==> src/rtl/ccre_pkg.sv <==
// ----------------------------------------------------------------------------
// Charge current ramp encoder package
// Transaction types, register indexes and encoder constants.
// ----------------------------------------------------------------------------
package ccre_pkg;

  localparam int unsigned CUR_W  = 22;
  localparam int unsigned STEP_W = 20;
  localparam int unsigned CODE_W = 6;
  localparam int unsigned MA_W   = 13;

  // Register indexes on the configuration port
  localparam logic [1:0] CFG_CHIP_VARIANT = 2'd0;
  localparam logic [1:0] CFG_MIN_CURRENT  = 2'd1;
  localparam logic [1:0] CFG_RAMP_STEP    = 2'd2;

  // Input transaction modes
  localparam logic MODE_SET  = 1'b0;
  localparam logic MODE_TICK = 1'b1;

  localparam logic [STEP_W-1:0] RAMP_STEP_RESET = 20'd100000;

  // Linear encoding and mA divisors
  localparam longint unsigned LINEAR_STEP_UA = 60000;
  localparam longint unsigned UA_PER_MA      = 1000;

  // Reciprocal divide of a 22-bit current: q = (ua * MUL) >> DIV_SHIFT.
  // A shift of CUR_W + clog2(larger divisor) keeps the quotient exact for all inputs.
  localparam int unsigned DIV_SHIFT = CUR_W + (($clog2(LINEAR_STEP_UA) > $clog2(UA_PER_MA)) ?
                                               $clog2(LINEAR_STEP_UA) : $clog2(UA_PER_MA));
  localparam int unsigned DIV_MUL_W = 32;
  localparam longint unsigned LIN_MUL_L =
    ((64'd1 << DIV_SHIFT) + LINEAR_STEP_UA - 1) / LINEAR_STEP_UA;
  localparam longint unsigned MA_MUL_L =
    ((64'd1 << DIV_SHIFT) + UA_PER_MA - 1) / UA_PER_MA;
  localparam logic [DIV_MUL_W-1:0] LIN_MUL = LIN_MUL_L[DIV_MUL_W-1:0];
  localparam logic [DIV_MUL_W-1:0] MA_MUL  = MA_MUL_L[DIV_MUL_W-1:0];

  localparam logic [CODE_W-1:0] LIN_CODE_MAX = 6'd63;

  // Segment encoding: offsets stay below 2^12, so a shift of 19 is exact
  // for every segment divisor up to 120.
  localparam int unsigned SEG_OFF_W = 12;
  localparam int unsigned SEG_MUL_W = 17;
  localparam int unsigned SEG_SHIFT = 19;
  localparam int unsigned SEG_MUL5_I   = ((1 << SEG_SHIFT) + 4)   / 5;
  localparam int unsigned SEG_MUL10_I  = ((1 << SEG_SHIFT) + 9)   / 10;
  localparam int unsigned SEG_MUL20_I  = ((1 << SEG_SHIFT) + 19)  / 20;
  localparam int unsigned SEG_MUL30_I  = ((1 << SEG_SHIFT) + 29)  / 30;
  localparam int unsigned SEG_MUL60_I  = ((1 << SEG_SHIFT) + 59)  / 60;
  localparam int unsigned SEG_MUL120_I = ((1 << SEG_SHIFT) + 119) / 120;
  localparam logic [SEG_MUL_W-1:0] SEG_MUL5   = SEG_MUL5_I[SEG_MUL_W-1:0];
  localparam logic [SEG_MUL_W-1:0] SEG_MUL10  = SEG_MUL10_I[SEG_MUL_W-1:0];
  localparam logic [SEG_MUL_W-1:0] SEG_MUL20  = SEG_MUL20_I[SEG_MUL_W-1:0];
  localparam logic [SEG_MUL_W-1:0] SEG_MUL30  = SEG_MUL30_I[SEG_MUL_W-1:0];
  localparam logic [SEG_MUL_W-1:0] SEG_MUL60  = SEG_MUL60_I[SEG_MUL_W-1:0];
  localparam logic [SEG_MUL_W-1:0] SEG_MUL120 = SEG_MUL120_I[SEG_MUL_W-1:0];

  // Segment base codes
  localparam logic [CODE_W-1:0] SEG_CODE_8  = 6'h08;
  localparam logic [CODE_W-1:0] SEG_CODE_15 = 6'h0F;
  localparam logic [CODE_W-1:0] SEG_CODE_23 = 6'h17;
  localparam logic [CODE_W-1:0] SEG_CODE_32 = 6'h20;
  localparam logic [CODE_W-1:0] SEG_CODE_48 = 6'h30;
  localparam logic [CODE_W-1:0] SEG_CODE_MAX = 6'h3D;

  typedef struct packed {
    logic              mode;
    logic [CUR_W-1:0]  requested_current_ua;
  } in_item_t;

  typedef struct packed {
    logic              code_written;
    logic [CODE_W-1:0] charge_code;
    logic [CUR_W-1:0]  applied_current_ua;
    logic              on_target;
  } out_item_t;

endpackage

==> src/rtl/charge_current_ramp_encoder.sv <==
// ----------------------------------------------------------------------------
// Charge current ramp encoder
// Slew-limited charge current setter with a 6-bit charger code encoder.
// ----------------------------------------------------------------------------
//  channel | handshake            | payload
//  --------+----------------------+----------------------------------------
//  in      | in_valid / in_stall  | in_item  (mode, requested_current_ua)
//  out     | out_valid / out_stall| out_item (code_written, charge_code,
//          |                      |           applied_current_ua, on_target)
//  cfg     | cfg_valid / cfg_ready| cfg_index, cfg_data (always ready)
//
//  One transaction per cycle in and out while out_stall is low; a result
//  passes the input register, ramp step, current divide and code encode
//  stages in turn after its input is accepted. The ramp step stage owns the
//  applied/target state, so each item sees the state its predecessor left.
//  rst is synchronous: it empties the pipeline, zeroes the currents and
//  the held code, and reloads the register defaults.
//  A stalled output holds its transaction; the stages behind it keep
//  filling until each is occupied, then in_stall rises.
// ----------------------------------------------------------------------------
module charge_current_ramp_encoder (
  input  logic                    clk,
  input  logic                    rst,
  input  logic                    in_valid,
  output logic                    in_stall,
  input  ccre_pkg::in_item_t      in_item,
  output logic                    out_valid,
  input  logic                    out_stall,
  output ccre_pkg::out_item_t     out_item,
  input  logic                    cfg_valid,
  output logic                    cfg_ready,
  input  logic [1:0]              cfg_index,
  input  logic [ccre_pkg::CUR_W-1:0] cfg_data
);

  // Configuration registers
  logic                             chip_variant;
  logic [ccre_pkg::CUR_W-1:0]       min_current_ua;
  logic [ccre_pkg::STEP_W-1:0]      ramp_step_ua;

  // Ramp state
  logic [ccre_pkg::CUR_W-1:0]       applied_current;
  logic [ccre_pkg::CUR_W-1:0]       target_current;
  logic [ccre_pkg::CODE_W-1:0]      last_code;

  // Stage 1: input register
  logic                             s1_valid;
  ccre_pkg::in_item_t               s1_item;

  // Stage 2: ramp step result
  logic                             s2_valid;
  logic                             s2_written;
  logic [ccre_pkg::CUR_W-1:0]       s2_applied;
  logic                             s2_done;

  // Stage 3: divided current (mA or linear steps)
  logic                             s3_valid;
  logic                             s3_written;
  logic [ccre_pkg::CUR_W-1:0]       s3_applied;
  logic                             s3_done;
  logic [ccre_pkg::MA_W-1:0]        s3_quot;

  // Stage advance enables, back to front
  logic adv_out, adv3, adv2, adv1;

  assign adv_out  = !out_valid || !out_stall;
  assign adv3     = !s3_valid  || adv_out;
  assign adv2     = !s2_valid  || adv3;
  assign adv1     = !s1_valid  || adv2;
  assign in_stall = !adv1;
  assign cfg_ready = 1'b1;

  // --------------------------------------------------------------------------
  // Configuration writes; an index past the list is dropped
  // --------------------------------------------------------------------------
  always_ff @(posedge clk) begin
    if (rst) begin
      chip_variant   <= 1'b0;
      min_current_ua <= '0;
      ramp_step_ua   <= ccre_pkg::RAMP_STEP_RESET;
    end else if (cfg_valid && cfg_ready) begin
      unique case (cfg_index)
        ccre_pkg::CFG_CHIP_VARIANT: chip_variant   <= cfg_data[0];
        ccre_pkg::CFG_MIN_CURRENT:  min_current_ua <= cfg_data;
        ccre_pkg::CFG_RAMP_STEP:    ramp_step_ua   <= cfg_data[ccre_pkg::STEP_W-1:0];
        default: ;
      endcase
    end
  end

  // --------------------------------------------------------------------------
  // Stage 1: capture the input transaction
  // --------------------------------------------------------------------------
  always_ff @(posedge clk) begin
    if (rst) begin
      s1_valid <= 1'b0;
    end else if (adv1) begin
      s1_valid <= in_valid;
    end
  end

  always_ff @(posedge clk) begin
    if (adv1 && in_valid) begin
      s1_item <= in_item;
    end
  end

  // --------------------------------------------------------------------------
  // Stage 2: ramp step. A set-target item clamps the request up to the
  // minimum first; a tick keeps the old target. Rise by at most one ramp
  // step (zero step counts as one), drop to the target at once.
  // --------------------------------------------------------------------------
  logic [ccre_pkg::CUR_W-1:0]  target_next;
  logic [ccre_pkg::CUR_W-1:0]  applied_next;
  logic [ccre_pkg::STEP_W-1:0] step_eff;
  logic [ccre_pkg::CUR_W:0]    step_sum;
  logic                        step_written;

  always_comb begin
    if (s1_item.mode == ccre_pkg::MODE_SET) begin
      target_next = (s1_item.requested_current_ua < min_current_ua) ?
                    min_current_ua : s1_item.requested_current_ua;
    end else begin
      target_next = target_current;
    end

    step_eff = (ramp_step_ua == '0) ? ccre_pkg::STEP_W'(1) : ramp_step_ua;
    step_sum = {1'b0, applied_current}
             + {{(ccre_pkg::CUR_W + 1 - ccre_pkg::STEP_W){1'b0}}, step_eff};

    priority if (applied_current < target_next) begin
      step_written = 1'b1;
      applied_next = (step_sum > {1'b0, target_next}) ?
                     target_next : step_sum[ccre_pkg::CUR_W-1:0];
    end else if (applied_current > target_next) begin
      step_written = 1'b1;
      applied_next = target_next;
    end else begin
      step_written = 1'b0;
      applied_next = applied_current;
    end
  end

  always_ff @(posedge clk) begin
    if (rst) begin
      s2_valid        <= 1'b0;
      applied_current <= '0;
      target_current  <= '0;
    end else if (adv2) begin
      s2_valid <= s1_valid;
      if (s1_valid) begin
        applied_current <= applied_next;
        target_current  <= target_next;
      end
    end
  end

  always_ff @(posedge clk) begin
    if (adv2 && s1_valid) begin
      s2_written <= step_written;
      s2_applied <= applied_next;
      s2_done    <= (applied_next == target_next);
    end
  end

  // --------------------------------------------------------------------------
  // Stage 3: one reciprocal multiply, by 1/1000 for the segment map or by
  // 1/LINEAR_STEP_UA for the linear code
  // --------------------------------------------------------------------------
  logic [ccre_pkg::DIV_MUL_W-1:0]                div_mul;
  logic [ccre_pkg::CUR_W+ccre_pkg::DIV_MUL_W-1:0] div_prod;
  logic [ccre_pkg::MA_W-1:0]                     div_quot;

  always_comb begin
    div_mul  = chip_variant ? ccre_pkg::MA_MUL : ccre_pkg::LIN_MUL;
    div_prod = {{ccre_pkg::DIV_MUL_W{1'b0}}, s2_applied}
             * {{ccre_pkg::CUR_W{1'b0}}, div_mul};
    div_quot = div_prod[ccre_pkg::DIV_SHIFT +: ccre_pkg::MA_W];
  end

  always_ff @(posedge clk) begin
    if (rst) begin
      s3_valid <= 1'b0;
    end else if (adv3) begin
      s3_valid <= s2_valid;
    end
  end

  always_ff @(posedge clk) begin
    if (adv3 && s2_valid) begin
      s3_written <= s2_written;
      s3_applied <= s2_applied;
      s3_done    <= s2_done;
      s3_quot    <= div_quot;
    end
  end

  // --------------------------------------------------------------------------
  // Stage 4: encode. The segment map picks a base code and an offset from
  // the mA value, then divides the offset by the segment width; the flat
  // gaps between segments use a zero offset. Linear code saturates at 63.
  // --------------------------------------------------------------------------
  logic [ccre_pkg::CODE_W-1:0]    seg_base;
  logic [ccre_pkg::MA_W-1:0]      seg_off_full;
  logic [ccre_pkg::SEG_MUL_W-1:0] seg_mul;
  logic [ccre_pkg::SEG_OFF_W+ccre_pkg::SEG_MUL_W-1:0] seg_prod;
  logic [ccre_pkg::CODE_W-1:0]    seg_code;
  logic [ccre_pkg::CODE_W-1:0]    lin_code;
  logic [ccre_pkg::CODE_W-1:0]    enc_code;
  logic [ccre_pkg::CODE_W-1:0]    code_next;

  always_comb begin
    seg_mul = ccre_pkg::SEG_MUL5;
    priority if (s3_quot <= 13'd40) begin
      seg_base = '0;                    seg_off_full = s3_quot;
      seg_mul  = ccre_pkg::SEG_MUL5;
    end else if (s3_quot < 13'd50) begin
      seg_base = ccre_pkg::SEG_CODE_8;  seg_off_full = '0;
    end else if (s3_quot <= 13'd110) begin
      seg_base = ccre_pkg::SEG_CODE_8;  seg_off_full = s3_quot - 13'd40;
      seg_mul  = ccre_pkg::SEG_MUL10;
    end else if (s3_quot < 13'd130) begin
      seg_base = ccre_pkg::SEG_CODE_15; seg_off_full = '0;
    end else if (s3_quot <= 13'd270) begin
      seg_base = ccre_pkg::SEG_CODE_15; seg_off_full = s3_quot - 13'd110;
      seg_mul  = ccre_pkg::SEG_MUL20;
    end else if (s3_quot < 13'd300) begin
      seg_base = ccre_pkg::SEG_CODE_23; seg_off_full = '0;
    end else if (s3_quot <= 13'd540) begin
      seg_base = ccre_pkg::SEG_CODE_23; seg_off_full = s3_quot - 13'd270;
      seg_mul  = ccre_pkg::SEG_MUL30;
    end else if (s3_quot < 13'd600) begin
      seg_base = ccre_pkg::SEG_CODE_32; seg_off_full = '0;
    end else if (s3_quot <= 13'd1500) begin
      seg_base = ccre_pkg::SEG_CODE_32; seg_off_full = s3_quot - 13'd540;
      seg_mul  = ccre_pkg::SEG_MUL60;
    end else if (s3_quot < 13'd1620) begin
      seg_base = ccre_pkg::SEG_CODE_48; seg_off_full = '0;
    end else if (s3_quot <= 13'd2940) begin
      seg_base = ccre_pkg::SEG_CODE_48; seg_off_full = s3_quot - 13'd1500;
      seg_mul  = ccre_pkg::SEG_MUL120;
    end else begin
      seg_base = ccre_pkg::SEG_CODE_MAX; seg_off_full = '0;
    end

    seg_prod = {{ccre_pkg::SEG_MUL_W{1'b0}}, seg_off_full[ccre_pkg::SEG_OFF_W-1:0]}
             * {{ccre_pkg::SEG_OFF_W{1'b0}}, seg_mul};
    seg_code = seg_base + seg_prod[ccre_pkg::SEG_SHIFT +: ccre_pkg::CODE_W];

    lin_code = (s3_quot >
                {{(ccre_pkg::MA_W-ccre_pkg::CODE_W){1'b0}}, ccre_pkg::LIN_CODE_MAX}) ?
               ccre_pkg::LIN_CODE_MAX : s3_quot[ccre_pkg::CODE_W-1:0];

    enc_code  = chip_variant ? seg_code : lin_code;
    // Hold the last code when no step was taken
    code_next = s3_written ? enc_code : last_code;
  end

  always_ff @(posedge clk) begin
    if (rst) begin
      out_valid <= 1'b0;
      last_code <= '0;
    end else if (adv_out) begin
      out_valid <= s3_valid;
      if (s3_valid) begin
        last_code <= code_next;
      end
    end
  end

  always_ff @(posedge clk) begin
    if (adv_out && s3_valid) begin
      out_item.code_written       <= s3_written;
      out_item.charge_code        <= code_next;
      out_item.applied_current_ua <= s3_applied;
      out_item.on_target          <= s3_done;
    end
  end

endmodule

==> config.mk <==
export PLATFORM = sky130hd
export DESIGN_NAME = charge_current_ramp_encoder
export DESIGN_NICKNAME = d
export VERILOG_FILES = /design/src/rtl/ccre_pkg.sv /design/src/rtl/charge_current_ramp_encoder.sv
export SDC_FILE = /design/constraint.sdc
export NUM_CORES = 2
export LEC_CHECK = 0
export ABC_CLOCK_PERIOD_IN_PS = 10100
export BUFFER_PORTS_ARGS = -buffer_cell sky130_fd_sc_hd__buf_2
export CAP_MARGIN = 25
export CORE_UTILIZATION = 50
export DETAILED_ROUTE_END_ITERATION = 8
export GPL_TIMING_DRIVEN = 0
export PLACE_DENSITY = 0.66
export SLEW_MARGIN = 20
export SYNTH_ARGS = -nofsm -noshare
export SYNTH_HDL_FRONTEND = slang
export SYNTH_SLANG_ARGS = --single-unit
export TNS_END_PERCENT = 10
==> constraint.sdc <==
create_clock -name clk -period 10.1 [get_ports clk]
set_input_delay 2.02 -clock clk [delete_from_list [all_inputs] [get_ports clk]]
set_output_delay 2.02 -clock clk [all_outputs]
set_load 0.005 [all_outputs]
==> impl_metrics.toml <==
[routing]
via_per_inst = 5.643
remaining_drc_errors = 0
drt-initial-drc-count = 1727
post_drt_wl_per_cell_um = 21.02
drtPass1Iterations = 6
routed_wirelength_mm = 82.53
antenna_left = 0
dr_total_vias = 22154

[timing]
timing.final.crit_period_ns = 9.657
tightestPinTransition_ns = 1.037
max_freq_mhz = 103.6
finalHoldWorstSlack_ns = 0.4169
drv_slew = 0
max-slew-margin-rel_pct = 28.87
setup_viol = 0
finalClockSkew_ns = 0.04875
finalHoldViolations = 0
period_share_pct = 95.61

[synth]
synthFlopType = "edfxtp_1"
synth_xor_area_share_pct = 1.784
synthSimpleGateAreaFrac_pct = 11.24
synthMuxAreaShare_pct = 0.5186
synth_area_leader_cell = "fa_1"
synth_top_family_by_area = "adder cells"
syn_inst = 2999
seq_area_frac_synth_pct = 18.85
ys_seq_elements = 211
syn_area_per_cell_um2 = 9.493
synth_edf_count = 114
synthArstFlopShare_pct = 0
yosysWarnings = 0
yosys.area_share.adder_pct = 46.35
syn_area_mm2 = 0.02847
yosys-top-cells-area = "fa_1, ha_1, edfxtp_1, inv_1, dfxtp_1"
synth_compound_area_share_pct = 11.99
ys_types = 97
synth_top_cell_area_share_pct = 28.90

[placement]
dpl.cell_count = 3873
dpl.hpwl_mm = 68.50
io_buffers = 82
gp_congestion = 0.9578

[cells_and_area]
stdcell_count = 3926
area_growth_pct = 9.023
final_common_cell = "inv_1"
layout_common_cells = "inv_1, fa_1, ha_1, nand2_1, a21oi_1"
drive_above_1_share_pct = 7.163
nNetsFinal = 4012

[cts]
cts_made_buffers = 23
insertion_delay_ns = 0.57
clock-root-buffer = "clkbuf_16"
clk_path_buf_depth = 3
clk_pin_slew_ns = 0.06
clock_sinks = 211
cts_tree = "built"
ctsHtreeMaxLevel = 1
ctsHoldBuffers = 0

[global_route]
grt_max_degree = 34
antenna_found_initial = 1
grtUsageTotal_pct = 29.40
grt-ovfl-total = 0
grt_pass1_vias = 22836
grt_first_pass_wirelength_mm = 129.3

[worst_setup_path]
criticalPathCategory = "reg2reg"
crit_top_cell = "fa_1"
critical-path-max-stage-delay_ns = 0.55
cp_slowest_cell = "fa_1"
critPathArrivalTime_ns = 9.97
crit_path_start_kind = "flip-flop"
crit_fanout = 7
ff2ff_path_depth = 35
crit_required_ns = 10.41
worstSetupEndpointType = "flip-flop"

[floorplanning]
core_mm2 = 0.05628
rows = 87
die_h_um = 240.6
ios = 85
dieArea_mm2 = 0.05790
die_w_um = 240.6
initial_core_util_pct = 50.59

[hold_path]
worstHoldPathCells = 0
hp-class = "reg2reg"

[outcome]
run_status = "finished clean"

[flow_run]
max_cap_violations = 0
[metrics by stage]
stage	worst slack [ns]	util [%]	setup TNS [ns]	cell area (um2)
2_1_floorplan	1.518	-	0	28570
3_3_place_gp	-0.07329	53.18	-0.1233	29930
3_5_place_dp	-0.2290	53.46	-0.6148	30090
4_1_cts	0.01830	54.86	0	30870
5_1_grt	-0.03067	55.15	-0.03067	31030
6_report	0.4429	55.15	0	31040
[cell families after synthesis]
group,Yosys count
xor+xnor,58
flops,211
buf+inv,695
fa+ha+maj,808
other cells,2
simple gates,687
mux,14
compound gates,524
[critical path: cells and delay by family, from the launching register on]
kind | cells | cell delay [ns]
simple gates | 7 | 1.71
fa+ha+maj | 8 | 3.50
flops | 1 | 0.52
mux | 1 | 0.29
xor+xnor | 3 | 0.45
buf+inv | 5 | 0.44
compound gates | 11 | 2.50
[synth_stat cells, types with 20 or more instances]
master,n
nor3_1,20
fa_1,411
ha_1,397
nor2_1,179
xnor2_1,42
nand4_1,30
a21o_1,35
nand2b_1,31
dfxtp_1,97
a21oi_1,199
clkbuf_1,92
inv_1,584
nand2_1,277
nand3_1,26
edfxtp_1,114
a211oi_1,24
o21ai_0,90
[area by class of cell]
type,instances,area [um2]
clock inverters,14,118.9
flip-flops and latches,211,5365
well taps,756,945.9
repair buffers,100,574.3
multi-input cells,2122,20760
diodes,1,2.502
clock buffers,28,635.6
inverters,586,2200
fillers,5154,25240
plain buffers,108,432.9
[repair_timing]
action | in CTS | in global routing
gates resized for setup | 7 | 22
gates cloned | 0 | 1
endpoints found under the hold margin | 0 | 0
endpoints found under the setup margin | 4 | 10
pin swaps | 0 | 6
setup buffers | 0 | 10
[sequential cells by signal (all words and copies together), names as in the netlist, 6 cells and up]
name             cells
applied_current     22
s2_applied          22
out_item            30
s3_applied          22
last_code            6
min_current_ua      22
ramp_step_ua        20
target_current      22
s1_item             23
s3_quot             13
[final timing paths]
| check | startpoint | end | slack, ns |
|---|---|---|---|
| setup / recovery | s3_quot[2] | out_item[28] | 0.44 |
| hold reg to reg | s3_applied[19] | out_item[20] | 0.42 |
| setup reg to reg | s3_quot[2] | out_item[28] | 0.44 |
| hold / removal | s3_applied[19] | out_item[20] | 0.42 |
[metal layers]
metal	vias up	routed length (um)	GRT usage (%)
met4	0	2175	7.180
met2	836	38620	47.80
met5	-	0	0
met3	137	6108	4.678
li1	10177	-	-
met1	11004	35620	41.04
Power is left out: the tool's default activity adds up to more than one toggle a clock period on the data nets, which glitch-free logic cannot reach.
